File: src/design/pvl_pkg.sv
// ----------------------------------------------------------------------------
// pvl_pkg: shared types and constants of the positional value list
// Holds the list geometry, field widths, operation and status codes, and the
// command and status bundles between the controller and the datapath.
// ----------------------------------------------------------------------------
package pvl_pkg;

	localparam int LIST_DEPTH = 16;
	localparam int IDX_W      = $clog2(LIST_DEPTH);
	localparam int CNT_W      = $clog2(LIST_DEPTH + 1);

	localparam int MODE_W     = 3;
	localparam int POS_W      = 6;
	localparam int VAL_W      = 32;
	localparam int STATUS_W   = 3;
	localparam int FOUND_W    = 4;
	localparam int ENTRY_W    = 5;

	localparam int S_TDATA_W  = ((POS_W + VAL_W + 7) / 8) * 8;
	localparam int M_TDATA_W  = ((FOUND_W + VAL_W + ENTRY_W + 7) / 8) * 8;

	typedef enum logic [MODE_W-1:0] {
		MODE_INSERT   = 3'd0,
		MODE_DELETE   = 3'd1,
		MODE_SEARCH   = 3'd2,
		MODE_UPDATE   = 3'd3,
		MODE_TRAVERSE = 3'd4,
		MODE_COUNT    = 3'd5
	} mode_t;

	typedef enum logic [STATUS_W-1:0] {
		STS_OK       = 3'd0,
		STS_HIGH     = 3'd1,
		STS_EMPTY    = 3'd2,
		STS_NOTFOUND = 3'd3,
		STS_FULL     = 3'd4,
		STS_BADPOS   = 3'd5
	} status_t;

	typedef enum logic [3:0] {
		CS_IDLE,
		CS_DECODE,
		CS_INS_SHIFT,
		CS_INS_PUT,
		CS_DEL_SHIFT,
		CS_SEARCH,
		CS_TRV_READ,
		CS_TRV_EMIT,
		CS_RESP
	} ctrl_state_t;

	typedef enum logic [2:0] {
		CUR_HOLD,
		CUR_COUNT,
		CUR_TARGET,
		CUR_ZERO,
		CUR_INC,
		CUR_DEC
	} cur_op_t;

	typedef enum logic [2:0] {
		RD_NONE,
		RD_CUR,
		RD_CMP,
		RD_DOWN,
		RD_UP
	} rd_mode_t;

	typedef enum logic [1:0] {
		PSEL_ZERO,
		PSEL_IDX,
		PSEL_CUR
	} pos_sel_t;

	typedef struct packed {
		logic     take;
		cur_op_t  cur_op;
		rd_mode_t rd;
		logic     wr_val;
		logic     cnt_inc;
		logic     cnt_dec;
		logic     emit;
		status_t  em_status;
		pos_sel_t em_pos;
		logic     em_data;
		logic     em_last;
	} pvl_cmd_t;

	typedef struct packed {
		mode_t   mode;
		status_t err;
		logic    cur_gt_tgt;
		logic    cur_next_lt_n;
		logic    cur_lt_n;
		logic    match;
		logic    cmp_pend;
		logic    is_last;
		logic    out_free;
	} pvl_stat_t;

endpackage

File: src/design/pvl_ctrl.sv
// ----------------------------------------------------------------------------
// pvl_ctrl: operation sequencer of the positional value list
// Decodes each request, steps the datapath through shifts and scans one entry
// per cycle and through traversals entry by entry, and issues the result beats.
// ----------------------------------------------------------------------------
module pvl_ctrl
	import pvl_pkg::*;
(
	input  logic      clk,
	input  logic      arst_n,
	input  logic      req_valid,
	output logic      req_ready,
	input  pvl_stat_t stat,
	output pvl_cmd_t  cmd
);

	ctrl_state_t state_q, state_d;
	status_t     resp_status_q, resp_status_d;
	logic        resp_found_q, resp_found_d;

	always_ff @(posedge clk or negedge arst_n) begin
		if (!arst_n) begin
			state_q       <= CS_IDLE;
			resp_status_q <= STS_OK;
			resp_found_q  <= 1'b0;
		end else begin
			state_q       <= state_d;
			resp_status_q <= resp_status_d;
			resp_found_q  <= resp_found_d;
		end
	end

	always_comb begin
		state_d       = state_q;
		resp_status_d = resp_status_q;
		resp_found_d  = resp_found_q;
		req_ready     = 1'b0;
		cmd           = '0;
		cmd.cur_op    = CUR_HOLD;
		cmd.rd        = RD_NONE;
		cmd.em_status = STS_OK;
		cmd.em_pos    = PSEL_ZERO;

		case (state_q)
			CS_IDLE: begin
				req_ready = 1'b1;
				if (req_valid) begin
					cmd.take = 1'b1;
					state_d  = CS_DECODE;
				end
			end
			CS_DECODE: begin
				resp_found_d  = 1'b0;
				resp_status_d = STS_OK;
				if (!(stat.mode inside {MODE_INSERT, MODE_DELETE, MODE_SEARCH,
					MODE_UPDATE, MODE_TRAVERSE, MODE_COUNT})) begin
					state_d = CS_IDLE;
				end else if (stat.err != STS_OK) begin
					resp_status_d = stat.err;
					state_d       = CS_RESP;
				end else begin
					case (stat.mode)
						MODE_INSERT: begin
							cmd.cur_op = CUR_COUNT;
							state_d    = CS_INS_SHIFT;
						end
						MODE_DELETE: begin
							cmd.cur_op = CUR_TARGET;
							state_d    = CS_DEL_SHIFT;
						end
						MODE_UPDATE: begin
							cmd.wr_val = 1'b1;
							state_d    = CS_RESP;
						end
						MODE_SEARCH: begin
							cmd.cur_op = CUR_ZERO;
							state_d    = CS_SEARCH;
						end
						MODE_TRAVERSE: begin
							cmd.cur_op = CUR_ZERO;
							state_d    = CS_TRV_READ;
						end
						default: begin
							state_d = CS_RESP;
						end
					endcase
				end
			end
			CS_INS_SHIFT: begin
				if (stat.cur_gt_tgt) begin
					cmd.rd     = RD_DOWN;
					cmd.cur_op = CUR_DEC;
				end else begin
					state_d = CS_INS_PUT;
				end
			end
			CS_INS_PUT: begin
				cmd.wr_val  = 1'b1;
				cmd.cnt_inc = 1'b1;
				state_d     = CS_RESP;
			end
			CS_DEL_SHIFT: begin
				if (stat.cur_next_lt_n) begin
					cmd.rd     = RD_UP;
					cmd.cur_op = CUR_INC;
				end else begin
					cmd.cnt_dec = 1'b1;
					state_d     = CS_RESP;
				end
			end
			CS_SEARCH: begin
				if (stat.match) begin
					resp_found_d = 1'b1;
					state_d      = CS_RESP;
				end else if (stat.cur_lt_n) begin
					cmd.rd     = RD_CMP;
					cmd.cur_op = CUR_INC;
				end else if (!stat.cmp_pend) begin
					resp_status_d = STS_NOTFOUND;
					state_d       = CS_RESP;
				end
			end
			CS_TRV_READ: begin
				cmd.rd  = RD_CUR;
				state_d = CS_TRV_EMIT;
			end
			CS_TRV_EMIT: begin
				if (stat.out_free) begin
					cmd.emit      = 1'b1;
					cmd.em_status = STS_OK;
					cmd.em_pos    = PSEL_CUR;
					cmd.em_data   = 1'b1;
					cmd.em_last   = stat.is_last;
					if (stat.is_last) begin
						state_d = CS_IDLE;
					end else begin
						cmd.cur_op = CUR_INC;
						state_d    = CS_TRV_READ;
					end
				end
			end
			CS_RESP: begin
				if (stat.out_free) begin
					cmd.emit      = 1'b1;
					cmd.em_status = resp_status_q;
					cmd.em_pos    = resp_found_q ? PSEL_IDX : PSEL_ZERO;
					cmd.em_last   = 1'b1;
					state_d       = CS_IDLE;
				end
			end
			default: begin
				state_d = CS_IDLE;
			end
		endcase
	end

endmodule

File: src/design/pvl_datapath.sv
// ----------------------------------------------------------------------------
// pvl_datapath: storage and result path of the positional value list
// Holds the request, the element count, the cursor, the value memory with its
// registered read port, the error decode and the output beat register.
// ----------------------------------------------------------------------------
module pvl_datapath
	import pvl_pkg::*;
(
	input  logic                 clk,
	input  logic                 arst_n,
	input  pvl_cmd_t             cmd,
	output pvl_stat_t            stat,
	input  logic [MODE_W-1:0]    req_mode,
	input  logic [POS_W-1:0]     req_pos,
	input  logic [VAL_W-1:0]     req_val,
	output logic                 out_valid,
	input  logic                 out_ready,
	output logic [STATUS_W-1:0]  out_status,
	output logic [FOUND_W-1:0]   out_found,
	output logic [VAL_W-1:0]     out_data,
	output logic [ENTRY_W-1:0]   out_count,
	output logic                 out_last
);

	logic [VAL_W-1:0] mem [LIST_DEPTH];

	mode_t            mode_q;
	logic [POS_W-1:0] pos_q;
	logic [VAL_W-1:0] val_q;
	logic [CNT_W-1:0] count_q;
	logic [CNT_W-1:0] cur_q;

	logic [VAL_W-1:0] rdata_s1;
	logic [IDX_W-1:0] idx_s1;
	logic [IDX_W-1:0] wa_s1;
	logic             wr_pend_s1;
	logic             cmp_s1;

	logic             valid_q;
	status_t          status_q;
	logic [FOUND_W-1:0] found_q;
	logic [VAL_W-1:0] data_q;
	logic [ENTRY_W-1:0] ecount_q;
	logic             last_q;

	logic             pos_is_end, pos_bad, pos_neg;
	int               pos_mag, n_int;
	logic [CNT_W-1:0] target;
	status_t          err;
	logic             re, we;
	logic [IDX_W-1:0] ra, wa;
	logic [VAL_W-1:0] wd;
	logic [CNT_W:0]   cur_next;
	logic             out_free;

	assign pos_neg    = pos_q[POS_W-1];
	assign pos_is_end = (pos_q == {POS_W{1'b1}});
	assign pos_bad    = pos_neg && !pos_is_end;
	assign pos_mag    = int'(pos_q[POS_W-2:0]);
	assign n_int      = int'(count_q);

	always_comb begin
		if (pos_is_end) begin
			target = (mode_q == MODE_INSERT) ? count_q : count_q - 1'b1;
		end else begin
			target = CNT_W'(pos_q[POS_W-2:0]);
		end
	end

	always_comb begin
		err = STS_OK;
		case (mode_q)
			MODE_INSERT: begin
				if (pos_bad) begin
					err = STS_BADPOS;
				end else if (!pos_neg && pos_mag > n_int) begin
					err = STS_HIGH;
				end else if (n_int >= LIST_DEPTH) begin
					err = STS_FULL;
				end
			end
			MODE_DELETE, MODE_UPDATE: begin
				if (pos_bad) begin
					err = STS_BADPOS;
				end else if (!pos_neg && pos_mag >= n_int) begin
					err = STS_HIGH;
				end else if (count_q == '0) begin
					err = STS_EMPTY;
				end
			end
			MODE_SEARCH, MODE_TRAVERSE: begin
				if (count_q == '0) begin
					err = STS_EMPTY;
				end
			end
			default: begin
				err = STS_OK;
			end
		endcase
	end

	assign cur_next = {1'b0, cur_q} + 1'b1;
	assign out_free = !valid_q || out_ready;

	always_comb begin
		stat               = '0;
		stat.mode          = mode_q;
		stat.err           = err;
		stat.cur_gt_tgt    = (cur_q > target);
		stat.cur_next_lt_n = (cur_next < {1'b0, count_q});
		stat.cur_lt_n      = (cur_q < count_q);
		stat.match         = cmp_s1 && (rdata_s1 == val_q);
		stat.cmp_pend      = cmp_s1;
		stat.is_last       = (cur_next == {1'b0, count_q});
		stat.out_free      = out_free;
	end

	always_comb begin
		re = 1'b1;
		ra = cur_q[IDX_W-1:0];
		case (cmd.rd)
			RD_CUR, RD_CMP: begin
				ra = cur_q[IDX_W-1:0];
			end
			RD_DOWN: begin
				ra = IDX_W'(cur_q - 1'b1);
			end
			RD_UP: begin
				ra = cur_next[IDX_W-1:0];
			end
			default: begin
				re = 1'b0;
			end
		endcase
	end

	always_comb begin
		if (cmd.wr_val) begin
			we = 1'b1;
			wa = target[IDX_W-1:0];
			wd = val_q;
		end else begin
			we = wr_pend_s1;
			wa = wa_s1;
			wd = rdata_s1;
		end
	end

	always_ff @(posedge clk) begin
		if (we) begin
			mem[wa] <= wd;
		end
		if (re) begin
			rdata_s1 <= mem[ra];
			idx_s1   <= cur_q[IDX_W-1:0];
		end
		if (cmd.rd == RD_DOWN || cmd.rd == RD_UP) begin
			wa_s1 <= cur_q[IDX_W-1:0];
		end
		if (cmd.take) begin
			mode_q <= mode_t'(req_mode);
			pos_q  <= req_pos;
			val_q  <= req_val;
		end
		if (cmd.emit) begin
			status_q <= cmd.em_status;
			case (cmd.em_pos)
				PSEL_IDX: found_q <= FOUND_W'(idx_s1);
				PSEL_CUR: found_q <= FOUND_W'(cur_q);
				default:  found_q <= '0;
			endcase
			data_q   <= cmd.em_data ? rdata_s1 : '0;
			ecount_q <= ENTRY_W'(count_q);
			last_q   <= cmd.em_last;
		end
	end

	always_ff @(posedge clk or negedge arst_n) begin
		if (!arst_n) begin
			count_q    <= '0;
			cur_q      <= '0;
			wr_pend_s1 <= 1'b0;
			cmp_s1     <= 1'b0;
			valid_q    <= 1'b0;
		end else begin
			wr_pend_s1 <= (cmd.rd == RD_DOWN || cmd.rd == RD_UP);
			cmp_s1     <= (cmd.rd == RD_CMP);
			if (cmd.cnt_inc) begin
				count_q <= count_q + 1'b1;
			end else if (cmd.cnt_dec) begin
				count_q <= count_q - 1'b1;
			end
			case (cmd.cur_op)
				CUR_COUNT:  cur_q <= count_q;
				CUR_TARGET: cur_q <= target;
				CUR_ZERO:   cur_q <= '0;
				CUR_INC:    cur_q <= cur_q + 1'b1;
				CUR_DEC:    cur_q <= cur_q - 1'b1;
				default:    cur_q <= cur_q;
			endcase
			if (cmd.emit) begin
				valid_q <= 1'b1;
			end else if (out_ready) begin
				valid_q <= 1'b0;
			end
		end
	end

	assign out_valid  = valid_q;
	assign out_status = status_q;
	assign out_found  = found_q;
	assign out_data   = data_q;
	assign out_count  = ecount_q;
	assign out_last   = last_q;

endmodule

File: src/design/positional_value_list.sv
// ----------------------------------------------------------------------------
// positional_value_list: ordered list of values in a bounded store
// Inserts, deletes, updates, searches, traverses and counts an ordered list
// of up to LIST_DEPTH values held in a single-port-write memory.
//
//   Channel   Direction  Beat contents
//   s_axis    in         tuser: mode; tdata: position, value
//   m_axis    out        tuser: status; tdata: found_position, data_value,
//                        entry_count; tlast: last
//
// One request is in work at a time; during shifts and scans the memory
// read port moves one entry per cycle. A beat is loaded only once the
// output register is free. After the last beat the sequencer returns to
// idle, where it accepts the next request.
// A result beat waits in the output register while the next step runs.
// After reset the list is empty; memory contents need no clearing.
// ----------------------------------------------------------------------------
module positional_value_list
	import pvl_pkg::*;
(
	input  logic                  clk,
	input  logic                  arst_n,
	input  logic                  s_axis_tvalid,
	output logic                  s_axis_tready,
	input  logic [MODE_W-1:0]     s_axis_tuser,   // [2:0] mode
	input  logic [S_TDATA_W-1:0]  s_axis_tdata,   // [5:0] position, [37:6] value
	output logic                  m_axis_tvalid,
	input  logic                  m_axis_tready,
	output logic [STATUS_W-1:0]   m_axis_tuser,   // [2:0] status
	output logic [M_TDATA_W-1:0]  m_axis_tdata,   // [3:0] found_position,
	                                              // [35:4] data_value,
	                                              // [40:36] entry_count
	output logic                  m_axis_tlast
);

	pvl_cmd_t              cmd;
	pvl_stat_t             stat;
	logic [FOUND_W-1:0]    out_found;
	logic [VAL_W-1:0]      out_data;
	logic [ENTRY_W-1:0]    out_count;

	pvl_ctrl u_ctrl (
		.clk       (clk),
		.arst_n    (arst_n),
		.req_valid (s_axis_tvalid),
		.req_ready (s_axis_tready),
		.stat      (stat),
		.cmd       (cmd)
	);

	pvl_datapath u_datapath (
		.clk        (clk),
		.arst_n     (arst_n),
		.cmd        (cmd),
		.stat       (stat),
		.req_mode   (s_axis_tuser),
		.req_pos    (s_axis_tdata[POS_W-1:0]),
		.req_val    (s_axis_tdata[POS_W+VAL_W-1:POS_W]),
		.out_valid  (m_axis_tvalid),
		.out_ready  (m_axis_tready),
		.out_status (m_axis_tuser),
		.out_found  (out_found),
		.out_data   (out_data),
		.out_count  (out_count),
		.out_last   (m_axis_tlast)
	);

	assign m_axis_tdata = {{(M_TDATA_W-FOUND_W-VAL_W-ENTRY_W){1'b0}},
		out_count, out_data, out_found};

endmodule
File: config.mk
export PLATFORM = sky130hd
export DESIGN_NAME = positional_value_list
export DESIGN_NICKNAME = d
export VERILOG_FILES = /design/src/design/pvl_pkg.sv /design/src/design/pvl_ctrl.sv /design/src/design/pvl_datapath.sv /design/src/design/positional_value_list.sv
export SDC_FILE = /design/constraint.sdc
export NUM_CORES = 1
export LEC_CHECK = 0
export BUFFER_PORTS_ARGS = -buffer_cell sky130_fd_sc_hd__buf_2
export CORE_MARGIN = 10
export CORE_UTILIZATION = 40
export CTS_CLUSTER_SIZE = 14
export DETAILED_ROUTE_END_ITERATION = 16
export RECOVER_POWER = 25
export SYNTH_ARGS = -nofsm -noshare
export SYNTH_HDL_FRONTEND = slang
export SYNTH_SLANG_ARGS = --single-unit
File: constraint.sdc
create_clock -name clk -period 6.2 [get_ports clk]
set_input_delay 0.31 -clock clk [delete_from_list [all_inputs] [get_ports clk]]
set_output_delay 0.31 -clock clk [all_outputs]
set_load 0.05 [all_outputs]
# Word level (Yosys, flattened, before mapping)
# Memories as Yosys holds them, arrays and structs flattened. A register that Yosys moved wholly into a read port is not among the register bits.
# Cells that the tools add are included.
[op_classes]
mux = 71
n_lt_le_gt_ge = 6
n_eq_ne = 38
n_reduce_logical = 24
addsub = 5
[ops]
columns = ["operator", "count"]
rows = [
  ["3-bit 2-to-1 mux", 15],
  ["4-bit 2-to-1 mux", 11],
  ["4-bit case mux with 9 select lines", 1],
  ["32-bit equality test", 1],
  ["32-bit 2-to-1 mux", 1],
  ["6-bit 2-to-1 mux", 5],
  ["5-bit case mux with 5 select lines", 1],
  ["5-bit 2-to-1 mux", 4],
  ["1-bit 2-to-1 mux", 19],
  ["3-bit by 2-bit equality test with 1-bit output, second input constant", 6],
  ["4-bit by 3-bit equality test with 1-bit output, second input constant", 4],
  ["4-bit case mux with 2 select lines", 2],
  ["4-bit case mux with 4 select lines", 1],
  ["3-bit equality test, second input constant", 5],
  ["3-bit case mux with 5 select lines", 1],
  ["2-bit inequality test, second input constant", 7],
  ["3-bit case mux with 4 select lines", 1],
  ["6-bit case mux with 2 select lines", 1],
  ["5-bit by 1-bit adder with 5-bit output, second input constant", 2],
  ["5-bit > comparator", 2],
  ["5-bit by 1-bit subtractor with 5-bit output, second input constant", 2],
  ["3-bit by 1-bit equality test with 1-bit output, second input constant", 3],
  ["3-bit case mux with 3 select lines", 1],
  ["4-bit by 2-bit equality test with 1-bit output, second input constant", 2],
  ["33 further kinds", 46],
]
[totals]
inputBits = 47
memories = 1
ramBits = 512
reg_bits = 115
out_inout_bits = 54
wordCells = 163
[mem_list]
columns = ["memory", "depth", "width", "read_ports", "rd_ports_with_merged_regs", "wr", "line", "source"]
rows = [
  ["u_datapath.mem", 16, 32, 1, 1, 1, "pvl_datapath.sv:25", "logic [VAL_W-1:0] mem [LIST_DEPTH];"],
]

# Logic depth before layout (Yosys ltp)
# Gate-level depths: netlist of the first run.
[logic_depth]
ltp_word = 12
ltp_mapped = 18
mapped_depth_nobuf = 16

# Cells and area by module
# From an unflattened synthesis of the first run, not the netlist that was laid out.
[hier_totals]
hier_cells = 1649
hier_area_um2 = 27166.1
[by_module_without_submodules]
columns = ["module", "area_per_inst_um2", "seq_area_each_um2", "n_inst", "cells_per_inst"]
rows = [
  ["pvl_datapath", 26361.5, 19483.7, 1, 1547],
  ["pvl_ctrl", 748.2, 200.2, 1, 94],
  ["positional_value_list", 56.3, 0.0, 1, 8],
]

# Worst setup path before layout of the first run
# OpenSTA, ideal clock, no wires.
[synth_timing]
path_type = "register -> register"
start = "register u_ctrl.state_q[1]"
end = "register u_datapath.ecount_q[0] (netlist: u_datapath.out_count[0]), enable pin"
setup_time_ns = 0.510
period_less_slack_ns = 4.671
path_buffers = 1
arrival_ns = 4.161
stages_incl_launch_ff = 5
slack_ns = 1.529
required_time_ns = 5.690
path_cell_list = "dfrtp_1 -> clkbuf_1 -> nor3_1 -> nand2_1 -> o21ai_0"
[synth_lines]
columns = ["element", "line", "source"]
rows = [
  ["start, declared", "pvl_ctrl.sv:17", "ctrl_state_t state_q, state_d;"],
  ["start signal, assigned", "pvl_ctrl.sv:27", "state_q <= state_d;"],
  ["end signal, assigned", "pvl_datapath.sv:173", "ecount_q <= ENTRY_W'(count_q);"],
  ["end, declared", "pvl_datapath.sv:43", "logic [ENTRY_W-1:0] ecount_q;"],
]

# Worst setup path in the final report of the first run
[layout_timing]
start = "register u_datapath.count_q[0]"
end = "register u_datapath.rdata_s1[17] (read register of u_datapath.mem) (data pin)"
[layout_between]
elab_chain_cells = 9
elab_cells_between_ends = 18
cone_classes = "add/sub: 1; order compare: 3; eq/ne: 4; mux: 9; reduce/logical: 1"
[layout_lines]
columns = ["element", "line", "source"]
rows = [
  ["start, declared", "pvl_datapath.sv:30", "logic [CNT_W-1:0] count_q;"],
  ["start signal, assigned", "pvl_datapath.sv:189", "count_q <= count_q + 1'b1;"],
  ["start signal, assigned", "pvl_datapath.sv:191", "count_q <= count_q - 1'b1;"],
  ["5-bit by 1-bit subtractor with 5-bit output", "pvl_datapath.sv:64", "target = (mode_q == MODE_INSERT) ? count_q : count_q - 1'b1;"],
  ["5-bit 2-to-1 mux", "pvl_datapath.sv:64", ""],
  ["5-bit 2-to-1 mux", "pvl_datapath.sv:63", "if (pos_is_end) begin"],
  ["5-bit > comparator", "pvl_datapath.sv:109", "stat.cur_gt_tgt = (cur_q > target);"],
  ["6-bit 2-to-1 mux", "pvl_ctrl.sv:90", "if (stat.cur_gt_tgt) begin"],
  ["3-bit case mux with 4 select lines *", "pvl_ctrl.sv:44", "case (state_q)"],
  ["3-bit by 1-bit equality test with 1-bit output, or another cell as far along", "pvl_datapath.sv:121", "case (cmd.rd)"],
  ["4-bit OR reduction (no source line)", "n/a", ""],
  ["1-bit 2-to-1 mux", "pvl_datapath.sv:121", ""],
  ["end, declared", "pvl_datapath.sv:33", "logic [VAL_W-1:0] rdata_s1;"],
]
# Mark *: on every way between the ends. The rest lies on a longest branch, timed or not.
# A chain may end at the register's enable or synchronous reset.

==> metrics.csv, run 1 <==
metric;value;unit
Setup Viol. Count Final;0;
core box area;67500;um2
slew margin rel.;-0.965;
CTS tree;done;
synthesized netlist cell count;1973;
GR Util All Layers;0.174;
num ports;101;
CTS Buffer Depth;3;
sequential group share of total power;0.395;
Post-synth ARST share;0.0319;
Final ANT Viol Nets;0;
DR WL/cell;22.9;um
ranking of synthesized cells by area;edfxtp_1 (70%), nand2_1 (5.8%), mux2i_1 (3.8%);
Clock power frac;0.248;
Antenna Cells;0;
HPWL Detailed;39400;um
final WL;69500;um
synthesized area per cell;13.9;um2
GRT overflow;0;
FILL cells;5906;
largest net degree at the start of global routing;105;
crit path cell chain;inv_1 -> ha_1 -> and3_1 -> o21ai_0 -> nand2_1 -> ha_1 -> and3_1 -> o21ai_0 -> a21boi_4 -> nor2_1 -> xnor2_2 -> buf_12 -> nand3_1 -> a32oi_1 -> o311ai_1;
CTS buffer count;69;
final slew viol count;95;
vias per inst;5.47;
cts repair resizes;0;
skew final;0.0215;ns
Seq cells post-synth;659;
slowest cell on the critical path;xnor2_2;
Logic pwr share;0.357;
Final #Nets;2187;
share of the synthesized area in the top cell type;0.701;
first-pass GRT wire length;104000;um
Post-Route Hold Slack;0.127;ns
Mapped Area;27300;um2
clk_lat worst skew;0.61;ns
crit-path max FO;32;
Tcrit/Tclk final;0.855;
status;finished with violations;
vias;16600;
failing checks;max-capacitance violations, max-slew violations;
worst vdd ir;0.391;mV
clock slew at reported path FFs;0.06;ns
DIE WIDTH;281;um
CP Capture Type;flip-flop;
CP peak stage delay;0.85;ns
Post-synth EDFFs;638;
WP buf/inv;2;
Post-route DRC;0;
critical path arrival;5.63;ns
Worst Setup Start Kind;flip-flop;
pwr dens;495;nW/um2
TritonRoute pass-1 iters;5;
Post-synth top cells;edfxtp_1 (638), nand2_1 (421), nand3_1 (174);
Initial Util;0.405;
num rows;95;
Chip Height;281;um
Net Sw Power;0.00586;W
Top FF cell, synth;edfxtp_1;
sequential fraction of the synthesis area;0.720;
Synth area leader;edfxtp_1;
P_int;0.00979;W
H-Tree Depth;3;
f_max;189;MHz
Placer Congestion;0.854;
final hold violations;0;
buffers added on ports;91;
most frequent cell after synthesis;edfxtp_1;
Worst Max-Slew Pin Slew;2.92;ns
fraction of layout cells with a size suffix above 1;0.111;
Switching Fraction;0.374;
CTS sink cnt;659;
Worst Hold Class;input pin to flip-flop;
P_leak;11.1;nW
initial antenna violation count;1;
max cap viols;3;
vias in the first global route;16400;
area of the multi-input gates;7290;um2
Sequential Area;19700;um2
synth unique cells;63;
RSZ-0062 raised after global routing;false;
Setup CP Type;flip-flop to flip-flop;
fin crit period;5.30;ns
CTS root buf;clkbuf_16;
Area growth, synth to finish;15.8;%
setup TNS;0;ns
number of DRC markers in iteration 0;1568;
postcts setup bufs;0;
Worst Path Required;6.52;ns
DIE AREA;79200;um2
Ys Warns;0;
kind of cell adding the most delay to the critical path;compound AO/OA/AOI/OAI gates;
==> path summary, 6_finish.rpt <==
path | from | endpoint | slack [ns] | cells past startpoint
setup / recovery | u_datapath.count_q[0]$_DFFE_PN0P_ | u_datapath.rdata_s1[17]$_DFFE_PP_ | 0.90 | 15
hold / removal | m_axis_tready | u_datapath.out_last$_DFFE_PP_ | 0.13 | 3
setup reg to reg | u_datapath.count_q[0]$_DFFE_PN0P_ | u_datapath.rdata_s1[17]$_DFFE_PP_ | 0.90 | 15
hold reg to reg | u_ctrl.resp_found_q$_DFFE_PN0P_ | u_ctrl.resp_found_q$_DFFE_PN0P_ | 0.48 | 2
max in group asynchronous | arst_n | u_datapath.out_valid$_DFFE_PN0P_ | 4.95 | 2
min in group asynchronous | arst_n | u_datapath.count_q[3]$_DFFE_PN0P_ | 0.51 | 2
==> worst min-delay path, stage by stage <==
cell and delay (ns):
buf_2 0.09, nor2b_1 0.08, a21oi_1 0.12
==> flip-flops by register name, summed over array words and instances, names as in the netlist <==
register and count:
u_ctrl.resp_found_q 1, u_ctrl.resp_status_q 3, u_ctrl.state_q 4, u_datapath.cmp_s1 1, u_datapath.count_q 5, u_datapath.cur_q 5, u_datapath.idx_s1 4, u_datapath.mem 512
u_datapath.mode_q 3, u_datapath.out_count 5, u_datapath.out_data 32, u_datapath.out_found 4, u_datapath.out_last 1, u_datapath.out_status 3, u_datapath.out_valid 1, u_datapath.pos_q 6
u_datapath.rdata_s1 32, u_datapath.val_q 32, u_datapath.wa_s1 4, u_datapath.wr_pend_s1 1
==> metal layers <==
metal	vias up	wire length (um)	global-route usage
li1	7655	-	-
met1	8284	30500	0.237
met2	559	32000	0.274
met3	122	4920	0.0344
met4	0	2030	0.0607
met5	-	0	0
==> area by class of cell <==
cell class	instances	area share
clock buffers	86	0.0586
clock inverters	36	0.00755
inverters	20	0.00237
multi-input cells	1187	0.230
flip-flops and latches	659	0.622
well taps	873	0.0345
repair buffers	176	0.0447
==> placed cells by master (no fill, tap or decap), types with 42 or more instances in the layout <==
cell type / Yosys / final
mux2i_1: 105 / 105
edfxtp_1: 638 / 638
nand2_1: 421 / 421
clkbuf_16: 0 / 72
nand3_1: 174 / 174
clkbuf_1: 60 / 67
a21oi_1: 81 / 81
dlygate4sd3_1: 0 / 42
==> through the flow <==
stage | setup WS, ns | power (W) | instances | utilization | cell area (um2)
2_1_floorplan | 1.53 | 0.0101 | 1979 | - | 27400
3_3_place_gp | 1.12 | 0.0118 | 2873 | 0.433 | 29200
3_5_place_dp | 1.07 | 0.0119 | 2873 | 0.433 | 29200
4_1_cts | 1.01 | 0.0158 | 3037 | 0.470 | 31700
5_1_grt | 0.562 | 0.0165 | 3037 | 0.469 | 31600
6_report | 0.896 | 0.0157 | 3037 | 0.469 | 31600
==> power by group through the flow <==
stage / clock (W) / sequential (W) / combinational (W)
detailed placement: 0 / 0.00625 / 0.00561
global route: 0.00413 / 0.00623 / 0.00616
global placement: 0 / 0.00625 / 0.00551
CTS: 0.00396 / 0.00617 / 0.00566
floorplan: 0 / 0.00631 / 0.00375
finish: 0.00388 / 0.00618 / 0.00560
==> cells by family (layout without fill, tap and decap cells) <==
family,after synthesis,in the layout,synth area share
AO/OA/AOI/OAI,211,211,0.0534
buffers and inverters,133,318,0.0220
other,1,7,0.000137
AND/OR/NAND/NOR,751,751,0.122
adder cells (fa/ha/maj),27,27,0.0124
flip-flops,659,659,0.720
XOR/XNOR,50,50,0.0166
multiplexers,141,141,0.0533
==> repair_timing <==
item / CTS / global route
endpoints found under the setup margin: 0 / 0
endpoints found under the hold margin: 62 / 0
hold buffers: 42 / 0
No activity file was read; power rests on OpenSTA's default activity.
==> run 2: changes to the inputs <==
PLACE_DENSITY = 0.67   (was not set)
==> metrics.csv, run 2 (same netlist as run 1, synthesis figures left out) <==
metric;value;unit;change
max cap viols;3;;unchanged
DR WL/cell;22.8;um;was 22.9 um
crit path cell chain;inv_1 -> ha_1 -> nand2_1 -> nor3_1 -> xnor2_1 -> o21ai_0 -> ha_1 -> and3_1 -> a31oi_1 -> a21boi_4 -> nor2_1 -> xnor2_2 -> buf_12 -> nand3_1 -> a32oi_1 -> o311ai_1;;was inv_1 -> ha_1 -> and3_1 -> o21ai_0 -> nand2_1 -> ha_1 -> and3_1 -> o21ai_0 -> a21boi_4 -> nor2_1 -> xnor2_2 -> buf_12 -> nand3_1 -> a32oi_1 -> o311ai_1
vias in the first global route;16500;;was 16400
critical path arrival;5.54;ns;was 5.63 ns
RSZ-0062 raised after global routing;false;;unchanged
Area growth, synth to finish;16.5;%;was 15.8%
Worst Max-Slew Pin Slew;3.21;ns;was 2.92 ns
Final ANT Viol Nets;0;;unchanged
first-pass GRT wire length;104000;um;about the same
f_max;192;MHz;was 189 MHz
Antenna Cells;0;;unchanged
slew margin rel.;-1.14;;was -0.965
Placer Congestion;0.856;;was 0.854
Worst Path Required;6.53;ns;was 6.52 ns
CP peak stage delay;0.82;ns;was 0.85 ns
commonest non-fill, non-tap cell in the layout;edfxtp_1;;unchanged
TritonRoute pass-1 iters;5;;unchanged
final hold violations;0;;unchanged
commonest non-fill, non-tap cells in the layout;edfxtp_1 (638), nand2_1 (421), nand3_1 (174), mux2i_1 (105), a21oi_1 (81);;unchanged
WP buf/inv;2;;unchanged
Setup CP Type;flip-flop to flip-flop;;unchanged
CP Capture Type;flip-flop;;unchanged
setup TNS;0;ns;unchanged
DIE AREA;79200;um2;unchanged
CTS sink cnt;659;;unchanged
pwr dens;504;nW/um2;was 495 nW/um2
skew final;0.0273;ns;was 0.0215 ns
Worst Setup Start Kind;flip-flop;;unchanged
core box area;67500;um2;unchanged
clk_lat worst skew;0.62;ns;was 0.61 ns
Setup Viol. Count Final;0;;unchanged
Top reg by flops;u_datapath.mem;;unchanged
CTS tree;done;;unchanged
CTS Buffer Depth;3;;unchanged
Final #Nets;2188;;was 2187
buffers added on ports;91;;unchanged
CTS buffer count;69;;unchanged
Initial Util;0.405;;unchanged
slowest cell on the critical path;xnor2_2;;unchanged
GR Util All Layers;0.172;;was 0.174
num rows;95;;unchanged
vias per inst;5.58;;was 5.47
failing checks;max-capacitance violations, max-slew violations;;unchanged
clock slew at reported path FFs;0.06;ns;about the same
worst vdd ir;0.361;mV;was 0.391 mV
H-Tree Depth;3;;unchanged
Worst Hold Class;input pin to flip-flop;;unchanged
CTS root buf;clkbuf_16;;unchanged
final WL;69300;um;was 69500 um
largest net degree at the start of global routing;95;;was 105
HPWL Detailed;39300;um;was 39400 um
status;finished with violations;;unchanged
GRT overflow;0;;unchanged
DIE WIDTH;281;um;unchanged
vias;17000;;was 16600
num ports;101;;unchanged
P_leak;11.2;nW;was 11.1 nW
Post-route DRC;0;;unchanged
initial antenna violation count;2;;was 1
fraction of layout cells with a size suffix above 1;0.116;;was 0.111
number of DRC markers in iteration 0;2060;;was 1568
final slew viol count;94;;was 95
CP dominant cell by count;ha_1;;
Chip Height;281;um;unchanged
max FFs per register;512;;unchanged
Post-Route Hold Slack;0.213;ns;was 0.127 ns
fin crit period;5.21;ns;was 5.30 ns
Tcrit/Tclk final;0.841;;was 0.855
crit-path max FO;27;;was 32
kind of cell adding the most delay to the critical path;compound AO/OA/AOI/OAI gates;;unchanged
==> run 2: cell types whose count changed in the layout (fill, tap and decap cells not counted), moves of 3 or more <==
cell       before  now
bufinv_16       1   10
clkbuf_1       67   61
buf_4          18   23
buf_12         23   19
clkinv_1       13   10
clkinv_8        1    4
inv_6           2    5
==> run 2: final timing paths <==
path,startpoint,endpoint,slack [ns],cells past startpoint
min in group asynchronous,arst_n,u_ctrl.state_q[1]$_DFFE_PN0P_,0.49,2
max,u_datapath.count_q[1]$_DFFE_PN0P_,u_datapath.rdata_s1[23]$_DFFE_PP_,0.99,16
min reg2reg,u_ctrl.resp_status_q[2]$_DFFE_PN0P_,u_ctrl.resp_status_q[2]$_DFFE_PN0P_,0.48,2
min,m_axis_tready,u_datapath.out_last$_DFFE_PP_,0.21,3
max in group asynchronous,arst_n,u_datapath.out_valid$_DFFE_PN0P_,4.96,2
max reg2reg,u_datapath.count_q[1]$_DFFE_PN0P_,u_datapath.rdata_s1[23]$_DFFE_PP_,0.99,16
==> run 2: per-layer routing <==
layer  part of all wire  GRT usage
met1               0.43      0.239
met2               0.47      0.275
met3              0.083     0.0302
met4              0.024     0.0506
met5                  0          0
==> run 2: what timing repair did <==
item,4_1_cts,5_1_grt
resized for setup,0,0
buffers inserted,0,0
hold endpoints to repair,62,0
hold buffers,42,0
==> run 2: layout make-up <==
cell class / count / area (um2)
well taps: 873 / 1090
repair buffers: 177 / 1370
clock inverters: 46 / 566
flip-flops and latches: 659 / 19700
clock buffers: 79 / 1790
multi-input cells: 1187 / 7270
fillers: 5779 / 35700
inverters: 20 / 75.1
==> run 2: metrics by stage <==
step	instances	setup WS, ns	power (W)	area [um2]	util
2_1_floorplan	1979	1.53	0.0101	27400	-
3_3_place_gp	2874	1.28	0.0117	29200	0.432
3_5_place_dp	2874	1.20	0.0118	29200	0.432
4_1_cts	3041	1.20	0.0161	31900	0.473
5_1_grt	3041	0.584	0.0169	31800	0.472
6_report	3041	0.989	0.0160	31800	0.472
==> run 2: where the power goes <==
| group | leakage (nW) | internal [W] | switching [W] |
|---|---|---|---|
| combinational | 4.04 | 0.00178 | 0.00381 |
| clock | 1.15 | 0.00252 | 0.00174 |
| sequential | 6.04 | 0.00586 | 0.000335 |
==> run 2: worst reg2reg max path, cell delays in order (launching register included) <==
cell and delay (ns):
dfrtp_1 0.53, inv_1 0.27, ha_1 0.26, nand2_1 0.09
nor3_1 0.20, xnor2_1 0.10, o21ai_0 0.28, ha_1 0.32
and3_1 0.23, a31oi_1 0.32, a21boi_4 0.44, nor2_1 0.24
xnor2_2 0.82, buf_12 0.30, nand3_1 0.12, a32oi_1 0.25
o311ai_1 0.17
